[src/dgcd_pkg.sv]
// Shared types and constants for the directed graph cycle detector.
// No dependencies; imported by dgcd_vertex_ram and the top level.
package dgcd_pkg;

    localparam int VTX_W = 6;                  // width of edge_src / edge_dst
    localparam int NV_W  = 7;                  // width of num_vertices
    localparam logic [NV_W-1:0] NV_RESET = 7'd64;

    // per-vertex marks kept next to the adjacency list head
    typedef struct packed {
        logic on_path;
        logic visited;
    } vtx_flags_t;

endpackage

[src/dgcd_vertex_ram.sv]
// Vertex table: adjacency list head plus visited / on-path marks per vertex.
// Depends on dgcd_pkg for the mark record.
module dgcd_vertex_ram #(
    parameter int DEPTH  = 64,
    parameter int ADDR_W = 6,
    parameter int HEAD_W = 9
) (
    input  logic                 clk,
    input  logic                 wr_en,
    input  logic [ADDR_W-1:0]    wr_addr,
    input  dgcd_pkg::vtx_flags_t wr_flags,
    input  logic [HEAD_W-1:0]    wr_head,
    input  logic                 rd_en,
    input  logic [ADDR_W-1:0]    rd_addr,
    output dgcd_pkg::vtx_flags_t rd_flags,
    output logic [HEAD_W-1:0]    rd_head
);
    import dgcd_pkg::*;

    vtx_flags_t        flags_mem [DEPTH];
    logic [HEAD_W-1:0] head_mem  [DEPTH];
    vtx_flags_t        rd_flags_reg;
    logic [HEAD_W-1:0] rd_head_reg;

    always_ff @(posedge clk)
    begin
        if (wr_en)
        begin
            flags_mem[wr_addr] <= wr_flags;
            head_mem[wr_addr]  <= wr_head;
        end
        if (rd_en)
        begin
            rd_flags_reg <= flags_mem[rd_addr];
            rd_head_reg  <= head_mem[rd_addr];
        end
    end

    assign rd_flags = rd_flags_reg;
    assign rd_head  = rd_head_reg;

endmodule
[config.mk]
export PLATFORM = sky130hd
export DESIGN_NAME = dgcd_vertex_ram
export DESIGN_NICKNAME = d
export VERILOG_FILES = /design/src/dgcd_pkg.sv /design/src/dgcd_vertex_ram.sv
export SDC_FILE = /design/constraint.sdc
export NUM_CORES = 1
export LEC_CHECK = 0
export BUFFER_PORTS_ARGS = -buffer_cell sky130_fd_sc_hd__buf_2
export CELL_PAD_IN_SITES_DETAIL_PLACEMENT = 2
export CELL_PAD_IN_SITES_GLOBAL_PLACEMENT = 2
export CORE_MARGIN = 2
export CORE_UTILIZATION = 40
export DETAILED_ROUTE_END_ITERATION = 8
export HOLD_SLACK_MARGIN = 0.1
export PLACE_DENSITY_LB_ADDON = 0.2
export SYNTH_ARGS = -nofsm -noshare
export SYNTH_HDL_FRONTEND = slang
export SYNTH_SLANG_ARGS = --single-unit
[constraint.sdc]
create_clock -name clk -period 4.7 [get_ports clk]
set_input_delay 0.47 -clock clk [delete_from_list [all_inputs] [get_ports clk]]
set_output_delay 0.47 -clock clk [all_outputs]
set_load 0.1 [all_outputs]
==> qor.txt <==
fill count = 6001
worst path cell trace = buf_8 -> buf_4 -> mux4_2 -> mux4_2 -> nor2_1 -> o32ai_1
Startpoint Class = input pin
Yosys warnings = 0
leak pwr = 10.09 nW
Min Hold Slack = 0.3164 ns
Hold-fix buffers, CTS = 0
largest cells by area after synthesis = edfxtp_1, mux4_2, mux2i_1, nor2_1, nor2b_1
First DRT Iteration DRCs = 1637
worst skew pair latency = 0.62 ns
cell row count = 96
via count = 13450
Synth async-reset ratio = 0%
Worst Setup Slack, final = 1.869 ns
PwrDens = 443.4 mW/mm2
synth cell count leaders = edfxtp_1, mux4_2, nor2_1
P&R area growth vs syn = 15.44%
Slew headroom = 14.07%
dpl cells = 2153
final layout net count = 1375
max_cap viols = 0
synthesized cell area = 0.02763 mm2
Final Instance Area = 0.03189 mm2
worst setup path startpoint = rd_addr[0]
period utilisation layout = 60.23%
vias in the first global route = 14480
gr usage total = 22.64%
Fmax achieved = 0.3533 GHz
DR pass1 iterations = 5
critical path class = input pin to flip-flop
crit end category = flip-flop
Worst Path Arrival = 3.19 ns
final WL = 78380 um
WL/cell = 34.23 um
GP Congestion = 0.7845
Hold Path Class = input pin to flip-flop
EDFF count, synth = 715
PortBufs = 36
status = complete, no violations
Post-Synthesis Cells = 1205
initial antenna violation count = 6
Num CTS Buffers = 76
root buf cell = clkbuf_16
RR Startpoint = head_mem[37][3]$_DFFE_PP_
setup repair bufs after CTS = 0
Placed Area = 0.02934 mm2
Yosys top cell area share = 77.71%
slowest stage delay, CP = 0.57 ns
io pins = 37
final setup violating endpoints = 0
HPWL after DPL = 46820 um
Die X = 266.8 um
Final Hold Violating Endpoints = 0
minimum clock period = 2.831 ns
ys flop type = edfxtp_1
leading area contributor after synthesis = edfxtp_1
CTS tree = yes
clock-pin transition on the worst setup and hold timing paths = 0.06 ns
Clock Skew = 0.02489 ns
Congestion Overflow GR = 0
post-synthesis sequential area ratio = 77.71%
top-count cell post-synth = edfxtp_1
Critical Path Sink = rd_head[0]$_DFFE_PP_
pin count of the biggest net entering global routing = 65
Worst EP required = 5.06 ns
height of the chip = 266.8 um
RSZ-0062 raised after global routing = no
WL met3 = 4195 um
syn_nets = 1231
Max H-tree Level = 3
DRT met1 WL = 34210 um
layout cells sized above 1 = 31.08%
Crit-path slowest cell = buf_8
Initial Utilization = 40.35%
Worst path most repeated cell = mux4_2
reg2reg setup slack = 2.43 ns
antenna viol nets, final = 0
post-synthesis area per instance = 22.93 um2
Resized Gates After CTS = 0
Cell variety after synth = 33
FF-to-FF path depth = 4
TNS Setup = 0 ns
actual slew at the worst max-slew pin = 1.289 ns
clock sinks = 715
met2 wire length = 38380 um
Longest Clk Path Bufs = 3
uppermost layer routed = met5
first-pass GRT wire length = 112700 um
DRC Markers = 0
die area = 0.07119 mm2
max-slew violations = 0
Worst R2R End = rd_head[3]$_DFFE_PP_
max reg flops = 576
via density per instance = 5.874
Core Area = 0.06847 mm2
Max rail drop VDD = 230.5 uV
Yosys reg bits = 715
Non-Filler Instances = 2290
pre-CTS WS = 1.163 ns
maximum fanout along the worst path = 64
## report_power, final
part	total [W]	internal (W)	switching, W
Combinational	0.000764	0.000256	0.000509
Sequential	0.00710	0.00707	0.0000213
Clock	0.00628	0.00375	0.00253
## per-layer routing
| metal | GRT usage (%) | vias up |
|---|---|---|
| met4 | 5.815 | 2 |
| met1 | 32.06 | 7538 |
| met3 | 3.866 | 107 |
| met2 | 36.64 | 389 |
| li1 | - | 5415 |
| met5 | 0 | - |
## cell usage in the layout, fill, tap and decap left out, types with 2 or more instances in the layout
| master | Yosys | final |
|---|---|---|
| a21oi_1 | 4 | 4 |
| mux4_2 | 192 | 192 |
| o221ai_1 | 10 | 10 |
| bufinv_16 | 0 | 13 |
| a221o_1 | 2 | 2 |
| inv_6 | 0 | 4 |
| mux2_2 | 7 | 7 |
| o22ai_1 | 6 | 6 |
| or3b_2 | 3 | 3 |
| nand3_1 | 5 | 5 |
| a221oi_1 | 4 | 4 |
| clkinv_2 | 0 | 9 |
| clkinv_1 | 0 | 15 |
| edfxtp_1 | 715 | 715 |
| a211oi_1 | 7 | 7 |
| clkbuf_1 | 21 | 15 |
| buf_2 | 21 | 33 |
| buf_12 | 0 | 4 |
| o32ai_1 | 7 | 7 |
| diode_2 | 0 | 2 |
| or3_1 | 2 | 2 |
| mux2i_1 | 29 | 29 |
| a21o_1 | 7 | 7 |
| nor3_1 | 4 | 4 |
| nand2_1 | 8 | 8 |
| o2bb2ai_1 | 2 | 2 |
| nand3b_1 | 4 | 4 |
| clkbuf_16 | 0 | 78 |
| buf_4 | 13 | 91 |
| o21bai_1 | 6 | 6 |
| nor2_1 | 76 | 76 |
| nand2b_1 | 8 | 8 |
| a22o_1 | 2 | 2 |
| nor2b_1 | 26 | 26 |
| o21ai_0 | 3 | 3 |
## how the worst min path moves through the flow
stage	from	endpoint	cells past startpoint
floorplan	wr_flags[0]	flags_mem[0][0]$_DFFE_PP_	0
global placement	rd_en	rd_head[6]$_DFFE_PP_	1
detailed placement	rd_en	rd_head[3]$_DFFE_PP_	1
CTS	rd_en	rd_head[0]$_DFFE_PP_	1
global route	rd_en	rd_head[0]$_DFFE_PP_	1
finish	rd_en	rd_head[2]$_DFFE_PP_	1
## per-stage QoR
| step | utilization [%] | power, W |
|---|---|---|
| 2_1_floorplan | - | 0.007648 |
| 3_3_place_gp | 42.85 | 0.007974 |
| 3_5_place_dp | 42.85 | 0.008005 |
| 4_1_cts | 46.58 | 0.01429 |
| 5_1_grt | 46.58 | 0.01452 |
| 6_report | 46.58 | 0.01414 |
## final cells by class
type | instances | area [um2] | share of cell area (%)
Multi-Input combinational cell | 426 | 5809 | 18.21
Antenna cell | 2 | 5.005 | 0.01569
Timing Repair Buffer | 130 | 954.7 | 2.993
Clock inverter | 42 | 543.0 | 1.703
Tap cell | 882 | 1104 | 3.460
Clock buffer | 93 | 2008 | 6.296
Sequential cell | 715 | 21470 | 67.32
## logic make-up (layout without fill, tap and decap cells)
logic type,count (synthesis),after routing,share of synthesized area [%]
flip-flops,715,715,77.71
multiplexers,228,228,16.99
AND/OR/NAND/NOR,138,138,2.368
buffers and inverters,64,265,1.263
AO/OA/AOI/OAI,60,60,1.671
other,0,2,0
## worst max-delay path: cells and delay by family
family,cells,cell delay (ns)
compound gates,1,0.17
simple gates,1,0.40
buf+inv,2,0.97
mux,2,1.05
No activity file was read; power rests on OpenSTA's default activity.
