[src/dgcd_ram.sv]
// Generic simple dual-port RAM, one write and one registered read port.
// No dependencies; holds the edge store and the DFS frame stack.
module dgcd_ram #(
    parameter int WIDTH  = 8,
    parameter int DEPTH  = 16,
    parameter int ADDR_W = 4
) (
    input  logic              clk,
    input  logic              wr_en,
    input  logic [ADDR_W-1:0] wr_addr,
    input  logic [WIDTH-1:0]  wr_data,
    input  logic              rd_en,
    input  logic [ADDR_W-1:0] rd_addr,
    output logic [WIDTH-1:0]  rd_data
);

    logic [WIDTH-1:0] mem [DEPTH];
    logic [WIDTH-1:0] rd_data_reg;

    always_ff @(posedge clk)
    begin
        if (wr_en)
        begin
            mem[wr_addr] <= wr_data;
        end
        if (rd_en)
        begin
            rd_data_reg <= mem[rd_addr];
        end
    end

    assign rd_data = rd_data_reg;

endmodule

[config.mk]
export PLATFORM = sky130hd
export DESIGN_NAME = dgcd_ram
export DESIGN_NICKNAME = d
export VERILOG_FILES = /design/src/dgcd_ram.sv
export SDC_FILE = /design/constraint.sdc
export NUM_CORES = 1
export LEC_CHECK = 0
export BUFFER_PORTS_ARGS = -buffer_cell sky130_fd_sc_hd__buf_2
export CAP_MARGIN = 20
export CORE_MARGIN = 4
export CORE_UTILIZATION = 30
export CTS_BUF_LIST = sky130_fd_sc_hd__clkbuf_4 sky130_fd_sc_hd__clkbuf_8 sky130_fd_sc_hd__clkbuf_16
export DETAILED_ROUTE_END_ITERATION = 10
export GPL_TIMING_DRIVEN = 0
export HOLD_SLACK_MARGIN = 0.05
export PLACE_DENSITY = 0.52
export SLEW_MARGIN = 20
export SYNTH_ARGS = -nofsm -noshare
export SYNTH_HDL_FRONTEND = slang
export SYNTH_SLANG_ARGS = --single-unit
[constraint.sdc]
create_clock -name clk -period 3.18 [get_ports clk]
set_input_delay 0.318 -clock clk [delete_from_list [all_inputs] [get_ports clk]]
set_output_delay 0.318 -clock clk [all_outputs]
set_load 0.005 [all_outputs]
==> key figures, run 1 <==
Routing
  – Vias post-DR: roughly 2,400
  – WL/cell: 20.9 um
  – DRT iter0 DRCs: 195
  – First-pass DRT Iterations: 4
  – Drt via density: ~4.8
  – Post-Route WL: between 10 and 15 mm
  – # DRC: 0
  – DRT antenna net count: 0

STA
  – Worst-Margin Slew: between 0.8 and 0.9 ns
  – Slew HR: 40.6%
  – Fin Setup TNS: 0 ns
  – Final max-slew violation count: 0
  – Setup Viol. Count Final: 0
  – Fmax: 569 MHz
  – Endpoints failing hold: 0
  – Min Clock Period, post-route: around 1.8 ns
  – Unrepaired setup endpoints after global routing: false
  – Clock Skew: 0.00765 ns
  – Fin crit share: 55.3%

Die
  – Die height: about 140 um
  – Die width: about 140 um
  – DIE AREA: approximately 20,000 um2
  – Initial Util: roughly 30%
  – CORE AREA: roughly 17,000 um2
  – Row cnt: 48
  – I/O pins: 27

Clock network
  – Clk_lat worst skew: around 0.4 ns
  – Post-cts resize count: 0
  – # clock sinks: about 140
  – Setup bufs post-CTS: 0
  – Root Buffer: clkbuf_16
  – CTS Hold Buffers Added: 0
  – Clock buffer depth: 2
  – Worst-path clk slew: roughly 0.060 ns
  – Num CTS Buffers: 17
  – CTS tree: done
  – H-Tree Depth: 4

Synth
  – Area leader, netlist: edfxtp_1
  – Synthesized cell area: between 5000 and 6000 um2
  – Synth Area per Inst: 22.8 um2
  – Yosys warns: 0
  – Library cells used by synthesis: 18
  – Mapped Nets: 248
  – Synth area leaders: edfxtp_1 78%, mux4_2 7.8%, mux4_1 7.0%, a22oi_1 2.3%, nor2_1 0.93%
  – Seq cells post-synth: between 100 and 150
  – Syn Inst Count: 229
  – Seq/Total Area, Yosys: between 70% and 80%
  – Post-synth top area share: approximately 80%

Global routing
  – Initial antenna violation count: 0
  – Total GRT Usage: a little under an eighth
  – Vias in the first global route: roughly 2,500
  – GRT overflow: 0
  – First-pass GRT wire length: between 15 and 20 mm
  – Largest net degree at the start of global routing: 17

Finish
  – # fillers: 1,603
  – Area Overhead vs Synth: 21.3%
  – Share of cells above drive strength 1: a little under a third
  – Antenna cells: 0
  – Fin nets: ~290
  – Number of flip-flops in the largest register: 128
  – Final non-filler cell total: about 500

Critical path
  – CP required: between 3 and 4 ns
  – CP max FO: 1
  – Depth of the most critical reg-to-reg path: 3
  – R2r setup slk: 1.42 ns
  – Worst setup SP type: flop
  – Setup crit end kind: flop
  – Crit path kind: reg2reg
  – FF-to-FF End: rd_data[2]$_DFFE_PP_
  – Arrival time at the worst endpoint: approximately 1.9 ns
  – Worst r2r src: mem[2][2]$_DFFE_PP_

Pwr
  – PD cells: roughly 710 nW/um2
  – Worst IR Drop VDD: ~0.38 mV
  – Static leakage: 2.08 nW

Outcome
  – Status: completed

Place
  – Placed Cells: roughly 480
  – Placer's final routability congestion estimate: around 0.75
  – HPWL after DPL: between 6 and 7 mm
  – Port-buffer cells: 25

Worst hold path
  – Hold Crit Endpoint: rd_data[1]$_DFFE_PP_
  – Worst hold start: rd_en
  – Min-Delay Path Class: in2reg
  – Hold Path Stages: 1

Run
  – Reported max-cap violation count: 0
==> cells by family after synthesis <==
kind of cell / share of synthesized area [%]
buf+inv: 1.65
mux: 14.8
flops: 78.1
simple gates: 3.14
compound gates: 2.30
==> cell type report <==
type                    instances  area (um2)  area share (%)
well taps                     225         282            4.44
flip-flops and latches        136        4080            64.4
clock inverters                14         253            3.99
repair buffers                 25         125            1.97
multi-input cells              83        1080            17.0
plain buffers                  10        86.3            1.36
clock buffers                  18         433            6.83
==> critical path, stage by stage (launching register included) <==
cell      delay (ns)
edfxtp_1        0.37
mux4_1          0.55
a22oi_1         0.44
nand2_1         0.13
==> how the worst max path moves through the flow <==
stage | from | end | slack [ns] | cells past startpoint
2_1_floorplan | wr_addr[2] | mem[0][0]$_DFFE_PP_ | 1.37 | 2
3_3_place_gp | wr_addr[2] | mem[0][2]$_DFFE_PP_ | 0.70 | 3
3_5_place_dp | wr_addr[2] | mem[1][2]$_DFFE_PP_ | 1.06 | 3
4_1_cts | mem[2][2]$_DFFE_PP_ | rd_data[2]$_DFFE_PP_ | 1.49 | 3
5_1_grt | mem[2][2]$_DFFE_PP_ | rd_data[2]$_DFFE_PP_ | 1.47 | 3
6_report | mem[2][2]$_DFFE_PP_ | rd_data[2]$_DFFE_PP_ | 1.42 | 3
==> where the power goes <==
| part | total [mW] | leakage (nW) | internal [mW] | switching, mW |
|---|---|---|---|---|
| combinational | 0.195 | 0.523 | 0.0778 | 0.117 |
| sequential | 2.03 | 1.24 | 2.02 | 0.00781 |
| clock | 2.26 | 0.322 | 1.55 | 0.711 |
| total | 4.48 | 2.08 | 3.65 | 0.836 |
==> per-layer routing <==
metal | share of wire, % | vias to the layer above | routed length [um] | global-route usage, %
met5 | 0 | - | 0 | 0
met3 | 5.4 | 17 | 580 | 3.96
li1 | - | 1068 | - | -
met2 | 48 | 68 | 5170 | 17.9
met1 | 44 | 1275 | 4690 | 14.7
met4 | 2.1 | 0 | 228 | 4.79
==> cells in the mapped netlist (all sizes together) <==
cell / count
buf: 7
nor3: 4
and2: 1
or3b: 1
edfxtp: 136
nand3: 1
a22oi: 16
nand2b: 2
nand3b: 2
clkdlybuf4s25: 3
nor2b: 1
mux4: 32
and2b: 1
nor2: 13
nand2: 9
==> placed cells by master, fill, tap and decap left out, drive strengths merged <==
cell type	count
nand3	1
nor2	13
clkinvlp	3
clkinv	4
a22oi	16
and2	1
clkdlybuf4s25	3
or3b	1
edfxtp	136
and2b	1
nand2	9
buf	32
nor3	4
mux4	32
bufinv	7
nand3b	2
clkbuf	18
nor2b	1
nand2b	2
==> through the flow <==
stage	setup slack (ns)	area [um2]	power (mW)	hold slack, ns	util (%)
finish	1.42	6340	4.48	0.241	36.9
global route	1.47	6340	4.63	0.223	36.9
CTS	1.49	6340	4.53	0.225	36.9
detailed placement	1.06	5650	2.26	0.655	32.9
global placement	0.704	5630	2.26	0.648	32.8
floorplan	1.37	5230	2.17	0.417	-
No activity file was read; power rests on OpenSTA's default activity.
==> run 2, diff against run 1 <==
--- a/config.mk
+++ b/config.mk
@@ -13,7 +13,7 @@
 export DETAILED_ROUTE_END_ITERATION = 10
 export GPL_TIMING_DRIVEN = 0
 export HOLD_SLACK_MARGIN = 0.05
-export PLACE_DENSITY = 0.52
+export PLACE_DENSITY = 0.53
 export SLEW_MARGIN = 20
 export SYNTH_ARGS = -nofsm -noshare
 export SYNTH_HDL_FRONTEND = slang
==> constraint.sdc (replaced) <==
create_clock -name clk -period 1.5 [get_ports clk]
set_input_delay 0.15 -clock clk [delete_from_list [all_inputs] [get_ports clk]]
set_output_delay 0.15 -clock clk [all_outputs]
set_load 0.005 [all_outputs]
==> run 2 against run 1 <==
Compared with the run above: the run now ends with setup timing left; register-to-register slack got worse by 1.5 ns; wire length decreased by 0.45%; worst setup slack worse by 1.5 ns; die area stayed put; clock power increased by 59%; combinational power rose by 120%; largest cell class unchanged.
==> key figures, run 2 (synthesized netlist as in run 1, its figures left out) <==
Critical path
  – CP required: ~1.7 ns
  – Setup crit end kind: flop
  – Slowest Stage Delay on Critical Path: about 0.50 ns
  – WP buf/inv: 0
  – Worst-path cell chain: mux4_2 -> a22oi_2 -> nand2_1
  – Arrival time at the worst endpoint: ~1.7 ns
  – Crit path kind: reg2reg
  – Critical path's top delay family: multiplexers
  – CP max FO: 1
  – Worst setup SP type: flop
  – Worst path slowest cell: mux4_2

Routing
  – # DRC: 0
  – Post-Route WL: ~11 mm
  – Vias post-DR: 2,419
  – DRT antenna net count: 0
  – WL/cell: roughly 21 um
  – DRT iter0 DRCs: 254
  – Drt via density: roughly 4.8
  – First-pass DRT Iterations: 5

Outcome
  – Status: finished, violations left
  – Failing checks: setup timing

Global routing
  – GRT overflow: 0
  – Total GRT Usage: a little under an eighth
  – First-pass GRT wire length: 15.8 mm
  – Initial antenna violation count: 0
  – Largest net degree at the start of global routing: 17
  – Vias in the first global route: between 2,000 and 2,500

Clock network
  – # clock sinks: around 140
  – Worst-path clk slew: 0.05 ns
  – Setup bufs post-CTS: 0
  – CTS tree: done
  – Num CTS Buffers: 17
  – Clk_lat worst skew: roughly 0.41 ns
  – Clock buffer depth: 2
  – Root Buffer: clkbuf_16
  – H-Tree Depth: 4

STA
  – Fmax: about 650 MHz
  – Endpoints failing hold: 0
  – Clock Skew: 0.00404 ns
  – Unrepaired setup endpoints after global routing: true
  – Final max-slew violation count: 0
  – Min Hold Slack: between 0.07 and 0.08 ns
  – Setup Viol. Count Final: 1
  – Min Clock Period, post-route: ~1.5 ns
  – PnR worst setup slack: -0.0314 ns
  – Fin crit share: 102%
  – Slew HR: roughly 32%
  – Worst-Margin Slew: slightly above 1 ns

Finish
  – Antenna cells: 0
  – Commonest non-fill, non-tap cells in the layout: 136 x edfxtp_1, 28 x buf_2, 26 x mux4_2, 17 x clkbuf_16, 13 x nor2_1
  – Most common cell after layout, fill and taps aside: edfxtp_1
  – Area Overhead vs Synth: 18.0%
  – Number of flip-flops in the largest register: between 100 and 150
  – Fin nets: 292
  – Share of cells above drive strength 1: 34.4%
  – Final Util: between 30% and 40%

Pwr
  – Final Power: about 8.3 mW
  – Static leakage: 1.98 nW
  – PD cells: roughly 1300 nW/um2
  – Worst IR Drop VDD: a little under 0.8 mV

Run
  – Reported max-cap violation count: 0

Place
  – Port-buffer cells: 25
  – Pre-CTS setup slack: -0.365 ns
  – Placer's final routability congestion estimate: 0.787
  – HPWL after DPL: roughly 6.8 mm

Die
  – Row cnt: 48
  – DIE AREA: 19,600 um2
  – Initial Util: 30.4%
  – CORE AREA: around 17,000 um2
  – Die width: 140 um
  – Die height: between 100 and 150 um
  – I/O pins: 27

Worst hold path
  – Min-Delay Path Class: in2reg
==> run 2: changes by cell type in the layout (fill, tap and decap cells not counted), moves of 2 or more <==
cell and change:
a22oi_1 -8, mux4_2 +8, bufinv_16 -6, clkinvlp_4 -3
clkinv_2 +2, a22oi_2 +8, mux4_1 -8, clkinv_1 +3
==> run 2: what timing repair did <==
action	CTS	global route
hold endpoints to repair	0	0
setup endpoints to repair	7	8
hold buffers	0	0
pin swaps	4	5
gates resized for setup	13	4
==> run 2: worst paths after layout <==
| path | startpoint | to | slack [ns] | cells after the start |
|---|---|---|---|---|
| hold reg to reg | mem[14][2]$_DFFE_PP_ | rd_data[2]$_DFFE_PP_ | 0.76 | 3 |
| setup / recovery | mem[3][3]$_DFFE_PP_ | rd_data[3]$_DFFE_PP_ | -0.03 | 3 |
| setup reg to reg | mem[3][3]$_DFFE_PP_ | rd_data[3]$_DFFE_PP_ | -0.03 | 3 |
| hold / removal | rd_en | rd_data[3]$_DFFE_PP_ | 0.07 | 1 |
==> run 2: final cells by class <==
type | count | area (um2)
plain buffers | 10 | 86.3
clock buffers | 19 | 440
clock inverters | 9 | 62.6
fillers | 1637 | 11000
multi-input cells | 83 | 1090
flip-flops and latches | 136 | 4080
well taps | 225 | 282
repair buffers | 25 | 125
==> run 2: metrics by stage <==
step                      cells  instance area [um2]  setup TNS [ns]
final                       507                 6170         -0.0314
after global routing        507                 6170          -0.226
after CTS                   507                 6170        -0.00596
after detailed placement    479                 5650          -23.40
after global placement      479                 5640          -29.37
after floorplan             229                 5230               0
==> run 2: power by group <==
group	switching [mW]	internal (mW)
clock	1.36	2.23
combinational	0.260	0.175
sequential	0.0171	4.29
total	1.64	6.69
==> run 2: routing by layer <==
layer	track usage (%)	share of wire, %	wire length (um)	vias up
li1	-	-	-	1060
met1	15.2	42	4430	1262
met2	17.3	48	5120	84
met3	4.71	8.7	929	13
met4	3.82	1.3	140	0
met5	0	0	0	-
